### src/rtl/pnn_pkg.sv
// Shared constants, types and helpers for the Newell polygon normal unit.
// No dependencies.
package pnn_pkg;

  localparam int COORD_WIDTH_DEF = 16;
  localparam int ACC_WIDTH_DEF   = 48;
  localparam int NORMAL_FRAC_DEF = 14;

  // Result component width.
  localparam int OUT_W  = 16;
  // The largest normalised magnitude lies in [2^(MAG_W-1), 2^MAG_W).
  localparam int MAG_W  = 24;
  localparam int ROOT_W = MAG_W + 1;
  localparam int SQ_W   = 2 * MAG_W + 2;

  // Root / divide unit modes.
  localparam logic RD_ROOT = 1'b0;
  localparam logic RD_DIV  = 1'b1;

  typedef struct packed {
    logic start;
    logic mode;
  } rd_ctrl_t;

  typedef struct packed {
    logic busy;
    logic done;
  } rd_stat_t;

  function automatic int imax(input int a, input int b);
    return (a > b) ? a : b;
  endfunction

endpackage

### src/rtl/pnn_mul.sv
// Shared signed multiplier with a registered product.
// Depends on pnn_pkg for the default operand width.
module pnn_mul #(
  parameter int MW = pnn_pkg::ROOT_W
) (
  input  logic                   clk,
  input  logic signed [MW-1:0]   a,
  input  logic signed [MW-1:0]   b,
  output logic signed [2*MW-1:0] p_r
);

  always_ff @(posedge clk) begin
    p_r <= a * b;
  end

endmodule

### config.mk
export PLATFORM = sky130hd
export DESIGN_NAME = pnn_mul
export DESIGN_NICKNAME = d
export VERILOG_FILES = /design/src/rtl/pnn_pkg.sv /design/src/rtl/pnn_mul.sv
export SDC_FILE = /design/constraint.sdc
export NUM_CORES = 2
export LEC_CHECK = 0
export BUFFER_PORTS_ARGS = -buffer_cell sky130_fd_sc_hd__buf_4
export CORE_AREA = 5 5 194 196
export DETAILED_ROUTE_END_ITERATION = 8
export DIE_AREA = 0 0 199 201
export GPL_TIMING_DRIVEN = 1
export PLACE_DENSITY = 0.83
export SYNTH_ARGS = -nofsm -noshare
export SYNTH_HDL_FRONTEND = slang
export SYNTH_SLANG_ARGS = --single-unit
### constraint.sdc
create_clock -name clk -period 21.7 [get_ports clk]
set_clock_uncertainty 0.1 [all_clocks]
set_input_delay 2.17 -clock clk [delete_from_list [all_inputs] [get_ports clk]]
set_output_delay 2.17 -clock clk [all_outputs]
set_load 0.005 [all_outputs]
==> impl_results.md <==
* Status: finished, final reports clean
* Main area contributors after synthesis: fa_1 (55%), inv_1 (11%), and2_1 (8.3%)
* Worst Path Required at between 20 and 25 ns
* Layout Nets at 3415
* Initial antenna violation count at 1
* Post-CTS Setup Inserts at 0
* CP Class: in -> reg
* RSZ-0062 raised after global routing: no
* Post-synth ARST share at 0
* Number of flip-flops in the largest register at 50
* CP cell instances: buf_4 > nand2_1 > inv_1 > fa_1 > inv_1 > fa_1 > inv_1 > fa_1 > fa_1 > fa_1 > fa_1 > fa_1 > ha_1 > nand4_1 > a211o_1 > a21oi_1 > a21oi_2 > o41ai_2 > a41oi_1 > o21ai_1 > xor2_1
* First-pass GRT wire length at a little over 100 mm
* Syn Nets at ~3400
* Die W at 199 um
* Vias in the first global route at 19642
* Post-synth EDFFs at 0
* Ant diodes at 0
* Rows at 70
* Setup ws final at 12.23 ns
* CORE AREA at 35910 um2
* Pin count of the biggest net entering global routing at 27
* Most numerous cell in the Yosys netlist: inv_1
* Residual DRC at 0
* Routed vias at 17313
* Synth cell types at 48
* Max-Cap Viols at 0
* Worst-margin pin slew at 1.087 ns
* Clock Path Buffers at 2
* H-tree level count at 2
* Biggest register: p_r
* Post-DRT Antenna Nets at 0
* Final hold violation count at 0
* Biggest regs: p_r x50
* Crit path max-delay family: adder cells
* Number of gates resized after CTS at 0
* Synthesis Warnings at 0
* All-Layer GR Usage at 0.3234
* Initial drt markers at approximately 1100
* Hold Crit Class: in -> reg
* Synth Register Bits at 50
* Io pins at 101
* Rel. slew slack at 0.2730
* Cells after synthesis at 2562
* Share of layout cells above drive strength 1 at 0.04560
* Synth area leader: fa_1
* WP buf/inv at 4
* Post-layout util at 0.6995
* Worst path arrival time at a little under 10 ns
* Port bufs at 100
* Worst path max stage delay at 0.81 ns
* CTS Buf Count at 5
* HPWL Detailed at 49.35 mm
* TritonRoute pass-1 iters at 8
* TritonCTS clock tree: done
* Netlist Area Pre-Place at 24020 um2
* Drt total wl at 61.23 mm
* Period utilisation layout at 0.4365
* Clk Tree Root Cell: clkbuf_16
* Die area at 40000 um2
* Crit Path Max Fanout at 25
* Hold Slack at ~2.1 ns
* Most frequent cell on the critical path: fa_1
* Area growth, synth to finish at 4.568%
* CP startpoint kind: primary input
* Setup-failing EPs final at 0
* Hold buffers post-CTS at 0
* Commonest cells in the synthesized netlist: inv_1 (699), fa_1 (658), and2_1 (320)
* Fillers at between 2000 and 3000
* Fmax at 0.1056 GHz
* Total gr overflow at 0
* Clk slew on worst S/H paths at about 0.1 ns
* Drt wl/cell at 20.18 um
* Slowest-stage cell, CP: fa_1
* Pre-CTS WS at 12.01 ns
* Syn Area/Cell at 9.377 um2
* CP Capture Type: flop
* Setup TNS at 0 ns
* Clk sinks at 50
* Avg Vias per Cell at around 5.7
* DIE HEIGHT at 201 um
* Top FF cell, synth: dfxtp_1
* Fin. max-slew vios at 0
* Initial core utilization at 0.6690
* GPL Wtd Cong at roughly 0.95
* Fin crit period at 9.473 ns
* Post-synth top area share at 0.5483
* Register area share after synthesis at 0.04167
placed cells by master, fill, tap and decap left out, types with 2 or more instances in the layout:
| cell | instances |
|---|---|
| xnor2_1 | 39 |
| and3_1 | 2 |
| o21ai_0 | 19 |
| o41ai_2 | 2 |
| dfxtp_1 | 50 |
| a21oi_1 | 43 |
| a31oi_1 | 2 |
| nand2_1 | 308 |
| or3_1 | 2 |
| a21boi_0 | 2 |
| clkbuf_16 | 5 |
| inv_6 | 2 |
| and2_1 | 320 |
| a211o_1 | 3 |
| o21ai_1 | 7 |
| a211oi_1 | 3 |
| inv_1 | 699 |
| buf_4 | 100 |
| o41ai_1 | 3 |
| fa_1 | 658 |
| ha_1 | 141 |
| o21a_1 | 5 |
| nor2b_1 | 21 |
| nand2b_1 | 11 |
| o21bai_1 | 7 |
| nor2_1 | 30 |
| a21o_1 | 22 |
| nand3_1 | 6 |
| nand4_1 | 8 |
| xor2_1 | 19 |
| nor3_1 | 6 |
| a41oi_1 | 2 |
per-layer routing:
layer	global-route usage	wire [um]	vias to the layer above
met5	0	12	-
met4	0.1458	3476	2
met3	0.06160	5403	260
met2	0.5608	31750	894
met1	0.3922	20590	8890
li1	-	-	7267
worst paths after layout:
kind              endpoint  startpoint  depth (start not counted)  slack (ns)
setup / recovery   p_r[48]       a[24]                         21       12.23
hold / removal      p_r[0]        b[0]                          2        2.13
layout make-up:
class	instances	area, um2	share of cell area
Inverter	699	2624	0.1044
Multi-Input combinational cell	1709	20010	0.7965
Clock buffer	5	125.1	0.004981
Timing Repair Buffer	100	750.7	0.02988
Tap cell	468	585.6	0.02331
Clock inverter	3	26.28	0.001046
Sequential cell	50	1001	0.03985
kinds of logic (layout without fill, tap and decap cells):
| logic type | Yosys count | count (layout) | synth area share |
|---|---|---|---|
| compound gates | 137 | 137 | 0.03938 |
| xor+xnor | 58 | 58 | 0.02115 |
| simple gates | 714 | 714 | 0.1501 |
| buf+inv | 803 | 807 | 0.1255 |
| flops | 50 | 50 | 0.04167 |
| mux | 1 | 1 | 0.0004687 |
| fa+ha+maj | 799 | 799 | 0.6218 |
metrics by stage:
step | cells | instance area, um2
after global placement | 3026 | 24970
after detailed placement | 3026 | 24970
after global routing | 3034 | 25120
after floorplan | 2562 | 24020
final | 3034 | 25120
after CTS | 3034 | 25120
Power is not shown: default switching activity piles up to over one toggle a cycle in this logic, so the estimate is an artifact.
