**config.mk**
```make
export PLATFORM = sky130hd
export DESIGN_NAME = pnn_root_div
export DESIGN_NICKNAME = d
export VERILOG_FILES = /design/src/rtl/pnn_pkg.sv /design/src/rtl/pnn_root_div.sv
export SDC_FILE = /design/constraint.sdc
export NUM_CORES = 1
export LEC_CHECK = 0
export BUFFER_PORTS_ARGS = -buffer_cell sky130_fd_sc_hd__buf_2
export CAP_MARGIN = 40
export CELL_PAD_IN_SITES_DETAIL_PLACEMENT = 1
export CELL_PAD_IN_SITES_GLOBAL_PLACEMENT = 1
export CORE_AREA = 2 2 152 154
export DETAILED_ROUTE_END_ITERATION = 8
export DIE_AREA = 0 0 154 156
export PLACE_DENSITY_LB_ADDON = 0.15
export SYNTH_ARGS = -nofsm -noshare
export SYNTH_HDL_FRONTEND = slang
export SYNTH_SLANG_ARGS = --single-unit
```
**constraint.sdc**
```tcl
create_clock -name clk -period 11.4 [get_ports clk]
set_input_delay 2.85 -clock clk [delete_from_list [all_inputs] [get_ports clk]]
set_output_delay 2.85 -clock clk [all_outputs]
set_load 0.01 [all_outputs]
```
**src/rtl/pnn_pkg.sv**
```systemverilog
// Shared constants, types and helpers for the Newell polygon normal unit.
// No dependencies.
package pnn_pkg;

  localparam int COORD_WIDTH_DEF = 16;
  localparam int ACC_WIDTH_DEF   = 48;
  localparam int NORMAL_FRAC_DEF = 14;

  // Result component width.
  localparam int OUT_W  = 16;
  // The largest normalised magnitude lies in [2^(MAG_W-1), 2^MAG_W).
  localparam int MAG_W  = 24;
  localparam int ROOT_W = MAG_W + 1;
  localparam int SQ_W   = 2 * MAG_W + 2;

  // Root / divide unit modes.
  localparam logic RD_ROOT = 1'b0;
  localparam logic RD_DIV  = 1'b1;

  typedef struct packed {
    logic start;
    logic mode;
  } rd_ctrl_t;

  typedef struct packed {
    logic busy;
    logic done;
  } rd_stat_t;

  function automatic int imax(input int a, input int b);
    return (a > b) ? a : b;
  endfunction

endpackage

```
**src/rtl/pnn_root_div.sv**
```systemverilog
// Bit-serial unit: integer square root (two operand bits a step) or
// restoring division (one quotient bit a step), one shared subtractor.
// Depends on pnn_pkg.
module pnn_root_div #(
  parameter  int NORMAL_FRAC = pnn_pkg::NORMAL_FRAC_DEF,
  localparam int Q_W   = NORMAL_FRAC + 1,
  localparam int DIV_W = pnn_pkg::MAG_W + NORMAL_FRAC + 1,
  localparam int OPI_W = pnn_pkg::imax(pnn_pkg::SQ_W, DIV_W),
  localparam int RES_W = pnn_pkg::imax(pnn_pkg::ROOT_W, Q_W)
) (
  input  logic                          clk,
  input  logic                          rst_n,
  input  pnn_pkg::rd_ctrl_t             ctrl,
  input  logic [OPI_W-1:0]              opnd,
  input  logic [pnn_pkg::ROOT_W-1:0]    divisor,
  output pnn_pkg::rd_stat_t             stat,
  output logic [RES_W-1:0]              res
);

  localparam int OP_W  = pnn_pkg::imax(pnn_pkg::SQ_W, Q_W);
  localparam int RW    = pnn_pkg::ROOT_W + 3;
  localparam int CNT_W = $clog2(RES_W + 1);

  logic [RW-1:0]    rem_r;
  logic [OP_W-1:0]  sr_r;
  logic [RES_W-1:0] res_r;
  logic [CNT_W-1:0] cnt_r;
  logic             mode_r;
  logic             busy_r;
  logic             done_r;
  logic [RW-1:0]    cand;
  logic [RW-1:0]    dvs;
  logic [RW:0]      diff;
  logic             ge;
  logic             go;

  assign go = ctrl.start && !busy_r;

  always_comb begin
    if (mode_r == pnn_pkg::RD_ROOT) begin
      cand = {rem_r[RW-3:0], sr_r[OP_W-1 -: 2]};
      dvs  = RW'({res_r[pnn_pkg::ROOT_W-1:0], 2'b01});
    end else begin
      cand = {rem_r[RW-2:0], sr_r[OP_W-1]};
      dvs  = RW'(divisor);
    end
    diff = {1'b0, cand} - {1'b0, dvs};
    ge   = ~diff[RW];
  end

  always_ff @(posedge clk) begin
    if (!rst_n) begin
      busy_r <= 1'b0;
      done_r <= 1'b0;
      cnt_r  <= '0;
      mode_r <= pnn_pkg::RD_ROOT;
    end else begin
      done_r <= 1'b0;
      if (go) begin
        mode_r <= ctrl.mode;
        busy_r <= 1'b1;
        cnt_r  <= (ctrl.mode == pnn_pkg::RD_DIV) ? CNT_W'(Q_W) : CNT_W'(pnn_pkg::ROOT_W);
      end else if (busy_r) begin
        cnt_r <= cnt_r - 1'b1;
        if (cnt_r == CNT_W'(1)) begin
          busy_r <= 1'b0;
          done_r <= 1'b1;
        end
      end
    end
  end

  always_ff @(posedge clk) begin
    if (go) begin
      res_r <= '0;
      if (ctrl.mode == pnn_pkg::RD_DIV) begin
        rem_r <= RW'(opnd[DIV_W-1:Q_W]);
        sr_r  <= OP_W'(opnd[Q_W-1:0]) << (OP_W - Q_W);
      end else begin
        rem_r <= '0;
        sr_r  <= OP_W'(opnd[pnn_pkg::SQ_W-1:0]) << (OP_W - pnn_pkg::SQ_W);
      end
    end else if (busy_r) begin
      rem_r <= ge ? diff[RW-1:0] : cand;
      sr_r  <= (mode_r == pnn_pkg::RD_DIV) ? (sr_r << 1) : (sr_r << 2);
      res_r <= {res_r[RES_W-2:0], ge};
    end
  end

  assign stat.busy = busy_r;
  assign stat.done = done_r;
  assign res       = res_r;

endmodule

```
==> results by group, run 1 <==
Power and ir drop
  • PwrDens: 220.1 nW/um^2
  • Total power: 1.864 mW
  • VDD IR-drop max: 77.66 uV
  • Pleak: 3.182 nW

Hold path
  • Min-delay src: res[16]
  • Hold Path Class: reg -> reg

Cells and area
  • Core Util, Final: 0.3785
  • Finished Layout Cells: 1120
  • Area growth from synthesis to layout: 13.49%
  • Non-Filler Cell Area, Final: 8466 sq um
  • Antenna diode count: 0
  • Layout cells sized above 1: 0.2072
  • Fill count: 2543
  • Nets@finish: 940

Synth
  • Synth top area share: 0.3100
  • Syn avg cell area: 9.751 sq um
  • EDFF count, synth: 77
  • Most common library cells after synthesis: mux2i_1, edfxtp_1, o21ai_0
  • Yosys Warn Count: 0
  • Dominant cells by area after synthesis: edfxtp_1, mux2i_1, dfxtp_1
  • Yosys cell types: 62
  • Top_reg_cell synth: edfxtp_1
  • Largest area contributor in the netlist: edfxtp_1
  • Async set or reset register ratio after synthesis: 0
  • Register area share after synthesis: 0.3985
  • Synthesized area: 7460 sq um
  • FF+latch count, synth: 110
  • Post-synthesis instance total: 765
  • Synthesized net count: 874
  • Most numerous cell in the Yosys netlist: mux2i_1

Clocking
  • Clk slew on worst S/H paths: 0.07 ns
  • Bufs on Longest Clock Path: 2
  • Clock tree root driver cell: clkbuf_16
  • Inserted Clock Buffers: 9
  • CTS resizes: 0
  • Clk_lat worst skew: 0.36 ns
  • # Post-CTS Setup Buffers: 0
  • CTS sink count: 110
  • H-tree depth: 3
  • CTS tree: built
  • Post-CTS Hold Buffers: 0

Detailed routing
  • Vias/cell: 5.305
  • Routed Antenna Nets: 0
  • Drt pass-1 iters: 4
  • Total wire length: 20610 microns
  • WL per Instance: 18.41 microns
  • Via count: 5942
  • Number of DRC markers in iteration 0: 303
  • DRC: 0

Global route
  • Largest net degree at the start of global routing: 93
  • Global-route wire length before repair: 33620 microns
  • Initial antenna violation count: 0
  • Grt ovf: 0
  • Total global routing track utilization: 0.1732
  • Vias in the first global route: 6277

Placement
  • Placed Cells incl. Taps: 1105
  • RD Place Congestion: 0.8348
  • DP HPWL: 14670 microns
  • Number of port buffers: 105
  • DP Area: 8200 sq um

Timing
  • Max Fclk: 178.6 MHz
  • Fin Setup TNS: 0 ns
  • RSZ-0062 raised after global routing: false
  • # setup viols final: 0
  • Clock Skews: 0.01115 ns
  • Period utilization: 0.4911
  • Worst-Margin Slew: 0.8704 ns
  • Count of final hold-check violations: 0
  • Final min period: 5.599 ns
  • Max-slew violation count: 0
  • Worst rel slew slack: 0.4197

Setup path
  • Kind of critical path: in -> reg
  • Crit end category: flop
  • Arr. time, crit path: 5.71 ns
  • Critical path startpoint category: primary input
  • Worst R2R Start: mode_r
  • CP startpoint: divisor[0]
  • WP data required: 11.51 ns
  • Max FO, Critical Path: 41

Floorplan
  • Core footprint: 22370 sq um
  • Die area: 24020 sq um
  • Top Ports: 106
  • Die H: 156 microns
  • Die width: 154 microns
  • FP Rows: 55
  • Initial Util: 0.3335

Outcome
  • Status: complete, no violations

Flow run
  • Max-cap viol count: 0
[sequential cells by signal, summed over array words and instances (netlist names)]
signal and flops:
busy_r 1, cnt_r 5, done_r 1, mode_r 1
rem_r 27, res 25, sr_r 50
[worst max-delay path, stage by stage]
cell	delay, ns
buf_2	0.09
nand2b_1	0.11
ha_1	0.19
inv_1	0.06
fa_1	0.44
a211oi_2	0.30
o211ai_2	0.14
nand2_1	0.13
o21ai_2	0.11
o2111ai_4	0.23
nand3_4	0.50
nor2_1	0.24
a311oi_1	0.06
a32o_1	0.25
[final cells by class]
class                   instances  area [sq um]  share of cell area
multi-input cells             587          4203              0.4965
repair buffers                113         625.6             0.07390
clock inverters                 5         36.28            0.004286
flip-flops and latches        110          2978              0.3518
well taps                     285         356.6             0.04212
inverters                      10         37.54            0.004434
clock buffers                  10         229.0             0.02705
[path summary, 6_finish.rpt]
check / slack, ns / to / cells past startpoint
worst min-delay path: 0.50 / res[17] / 2
worst max register to register: 6.82 / rem_r[23] / 14
worst min register to register: 0.50 / res[17] / 2
worst max-delay path: 5.80 / rem_r[23] / 14
[stage by stage]
step | setup slack (ns) | hold WS (ns)
after floorplan | 6.160 | 0.5008
after global placement | 5.528 | 0.4858
after detailed placement | 5.438 | 0.4936
after CTS | 5.794 | 0.5055
after global routing | 5.608 | 0.5421
final | 5.801 | 0.4976
[per-layer routing]
metal | global-route usage | vias to the layer above | routed length (microns)
met5 | 0 | - | 0
met4 | 0.03783 | 0 | 249
met3 | 0.03028 | 19 | 749
met2 | 0.2682 | 109 | 8859
met1 | 0.2523 | 2860 | 10760
li1 | - | 2954 | -
[cells by family (layout without fill, tap and decap cells)]
| group | Yosys count | count (layout) | share of synthesized area |
|---|---|---|---|
| and+or+nand+nor | 208 | 208 | 0.1548 |
| xor gates and xnor gates | 21 | 21 | 0.02466 |
| adders and majority gates | 30 | 30 | 0.05133 |
| DFF | 110 | 110 | 0.3985 |
| muxes | 111 | 111 | 0.1533 |
| buffers and inverters | 68 | 138 | 0.03942 |
| AOI/OAI and AO/OA | 217 | 217 | 0.1780 |
[where the power goes]
group	internal (mW)	switching (mW)
clock network	0.148	0.159
logic	0.416	0.543
registers	0.549	0.0486
[placed cells by master, fill, tap and decap left out, types with 2 or more instances in the layout]
master,count
buf_16,2
nor3_1,6
o211a_1,2
buf_4,6
clkinv_4,2
o21ai_0,69
a21oi_1,52
nor2_1,17
nor2b_1,21
a211oi_1,17
o31ai_1,2
nor3b_1,3
and4_1,2
mux2_2,25
a21o_1,9
ha_1,29
o211ai_1,2
nand3_1,19
edfxtp_1,77
nand2b_1,30
a211oi_2,3
buf_2,105
nor4_1,2
inv_1,10
nand2_1,60
clkbuf_16,9
nand4_1,6
xnor2_1,12
xor2_1,9
a21boi_0,2
o21a_1,5
mux2i_1,85
nand3b_1,34
o21ai_1,28
a31oi_1,4
o21ai_2,3
dfxtp_1,31
a211o_1,2
a21oi_2,3
Power figures use the tool's default switching activity.
==> run 2: changes to the inputs <==
==> constraint.sdc (replaced) <==
create_clock -name clk -period 5.8 [get_ports clk]
set_input_delay 1.45 -clock clk [delete_from_list [all_inputs] [get_ports clk]]
set_output_delay 1.45 -clock clk [all_outputs]
set_load 0.01 [all_outputs]
==> results by group, run 2 (synthesized netlist as in run 1, its figures left out) <==
Outcome
  • Status: complete, no violations

Clocking
  • Post-CTS Hold Buffers: 0 (unchanged)
  • CTS tree: built
  • # Post-CTS Setup Buffers: 0 (unchanged)
  • Clock tree root driver cell: clkbuf_16
  • CTS resizes: 0 (unchanged)
  • Inserted Clock Buffers: 9 (unchanged)
  • CTS sink count: 110 (unchanged)
  • Clk slew on worst S/H paths: 0.08 ns (about the same)
  • H-tree depth: 3 (unchanged)
  • Clk_lat worst skew: 0.36 ns (about the same)
  • Bufs on Longest Clock Path: 2 (unchanged)

Global route
  • Grt ovf: 0 (unchanged)
  • Total global routing track utilization: 0.1743 (+0.001090)
  • Vias in the first global route: 6214 (-1.0%)
  • Global-route wire length before repair: 33790 microns (+0.49%)
  • Largest net degree at the start of global routing: 127 (+37%)
  • Initial antenna violation count: 0 (unchanged)

Power and ir drop
  • Gate power share: 0.502 (-0.012)
  • Int Pwr: 2.244 mW (+100%)
  • Pleak: 3.205 nW (+0.74%)
  • Sequential share of power: 0.317 (-0.004)
  • Switching power: 1.494 mW (+99%)
  • Clk pwr share: 0.182 (+0.017)
  • Sw frac: 0.3996 (-0.002977)
  • PwrDens: 439.4 nW/um^2 (+100%)
  • VDD IR-drop max: 169.8 uV (+120%)
  • Total power: 3.737 mW (+100%)

Detailed routing
  • Routed Antenna Nets: 0 (unchanged)
  • Drt pass-1 iters: 4 (unchanged)
  • DRC: 0 (unchanged)
  • Total wire length: 20530 microns (-0.41%)
  • Via count: 5941 (-0.017%)
  • Number of DRC markers in iteration 0: 256 (-16%)
  • Vias/cell: 5.300 (-0.11%)
  • WL per Instance: 18.31 microns (-0.50%)

Timing
  • Count of final hold-check violations: 0 (unchanged)
  • Final WS setup: 1.575 ns (-4.226 ns)
  • Final min period: 4.225 ns
  • Clock Skews: 0.01364 ns (+0.002491 ns)
  • Fin Setup TNS: 0 ns (unchanged)
  • Max-slew violation count: 0 (unchanged)
  • RSZ-0062 raised after global routing: false
  • Max Fclk: 236.7 MHz
  • Worst rel slew slack: 0.4554 (+0.03567)
  • Worst-Margin Slew: 0.8169 ns (-0.05351 ns)
  • # setup viols final: 0 (unchanged)
  • Period utilization: 0.7284
  • Worst hold slack: 0.5037 ns (+0.006129 ns)

Cells and area
  • Finished Layout Cells: 1121 (+0.089%)
  • Layout cells sized above 1: 0.2093 (+0.002145)
  • Core Util, Final: 0.3803 (+0.001791)
  • Fill count: 2552 (+0.35%)
  • Antenna diode count: 0 (unchanged)
  • Register area: 2978 sq um (unchanged)
  • Nets@finish: 940 (unchanged)
  • Commonest non-fill, non-tap cell in the layout: buf_2
  • Most frequent cells in the layout: buf_2, mux2i_1, edfxtp_1, o21ai_0, nand2_1
  • Multi-input logic area: 4203 sq um (unchanged)
  • Area growth from synthesis to layout: 14.02%
  • Largest Register: sr_r
  • Non-Filler Cell Area, Final: 8506 sq um (+0.47%)
  • Max reg flops: 50 (unchanged)

Placement
  • Number of port buffers: 105 (unchanged)
  • Placed Cells incl. Taps: 1105 (unchanged)
  • DP Area: 8193 sq um (about the same)
  • Placement Setup Slack: 1.242 ns (-4.196 ns)
  • DP HPWL: 14630 microns (-0.28%)
  • RD Place Congestion: 0.8096 (-3.0%)

Setup path
  • Crit end category: flop
  • Arr. time, crit path: 4.43 ns (-1.28 ns)
  • Critical path startpoint category: flop
  • Kind of critical path: reg -> reg
  • WP data required: 6.00 ns (-5.51 ns)
  • Max FO, Critical Path: 50 (+22%)

Floorplan
  • Core footprint: 22370 sq um (unchanged)
  • Top Ports: 106 (unchanged)
  • Die H: 156 microns (unchanged)
  • FP Rows: 55 (unchanged)
  • Die area: 24020 sq um (unchanged)
  • Die width: 154 microns (unchanged)
  • Initial Util: 0.3335 (unchanged)

Hold path
  • Hold Path Class: reg -> reg

Flow run
  • Max-cap viol count: 0 (unchanged)
[run 2: cell count changes in the layout (fill, tap and decap cells not counted)]
cell / previous run / this run
clkinv_2: 1 / 0
buf_16: 2 / 1
bufinv_16: 0 / 1
clkinvlp_2: 1 / 0
clkbuf_1: 1 / 0
clkinv_4: 2 / 1
inv_8: 0 / 2
buf_12: 0 / 1
inv_6: 1 / 3
[run 2: power by group through the flow]
stage          Clock (mW)  Sequential [mW]  Combinational, mW
6_report            0.680             1.18               1.87
5_1_grt             0.730             1.21               2.12
4_1_cts             0.702             1.18               1.89
3_5_place_dp            0             1.20               1.89
3_3_place_gp            0             1.19               1.82
2_1_floorplan           0             1.15               1.52
[run 2: final timing paths]
path	to	from	slack [ns]	depth (start not counted)
setup reg to reg	rem_r[0]	mode_r	1.58	11
hold reg to reg	res[21]	res[20]	0.50	2
hold / removal	res[21]	res[20]	0.50	2
setup / recovery	rem_r[0]	mode_r	1.58	11
[run 2: routing by layer]
metal	wire length, microns	part of all wire	track usage
met1	10590	0.52	0.2544
met2	8991	0.44	0.2708
met3	770	0.038	0.02528
met4	176	0.0086	0.04317
met5	0	0	0
[run 2: critical path, stage by stage, from the launching register on]
cell	delay [ns]
dfxtp_4	0.86
buf_4	0.45
mux2i_1	0.28
ha_1	0.35
a211oi_2	0.34
o21bai_2	0.17
a21oi_2	0.15
o21ai_2	0.10
o2111ai_4	0.24
nand3_4	0.47
mux2_1	0.49
o21ai_1	0.14
[run 2: area by class of cell]
cell class | instances | share of cell area
Clock buffer | 9 | 0.02648
Sequential cell | 110 | 0.3501
Timing Repair Buffer | 113 | 0.07267
Clock inverter | 7 | 0.01030
Inverter | 10 | 0.004413
Multi-Input combinational cell | 587 | 0.4941
Tap cell | 285 | 0.04192
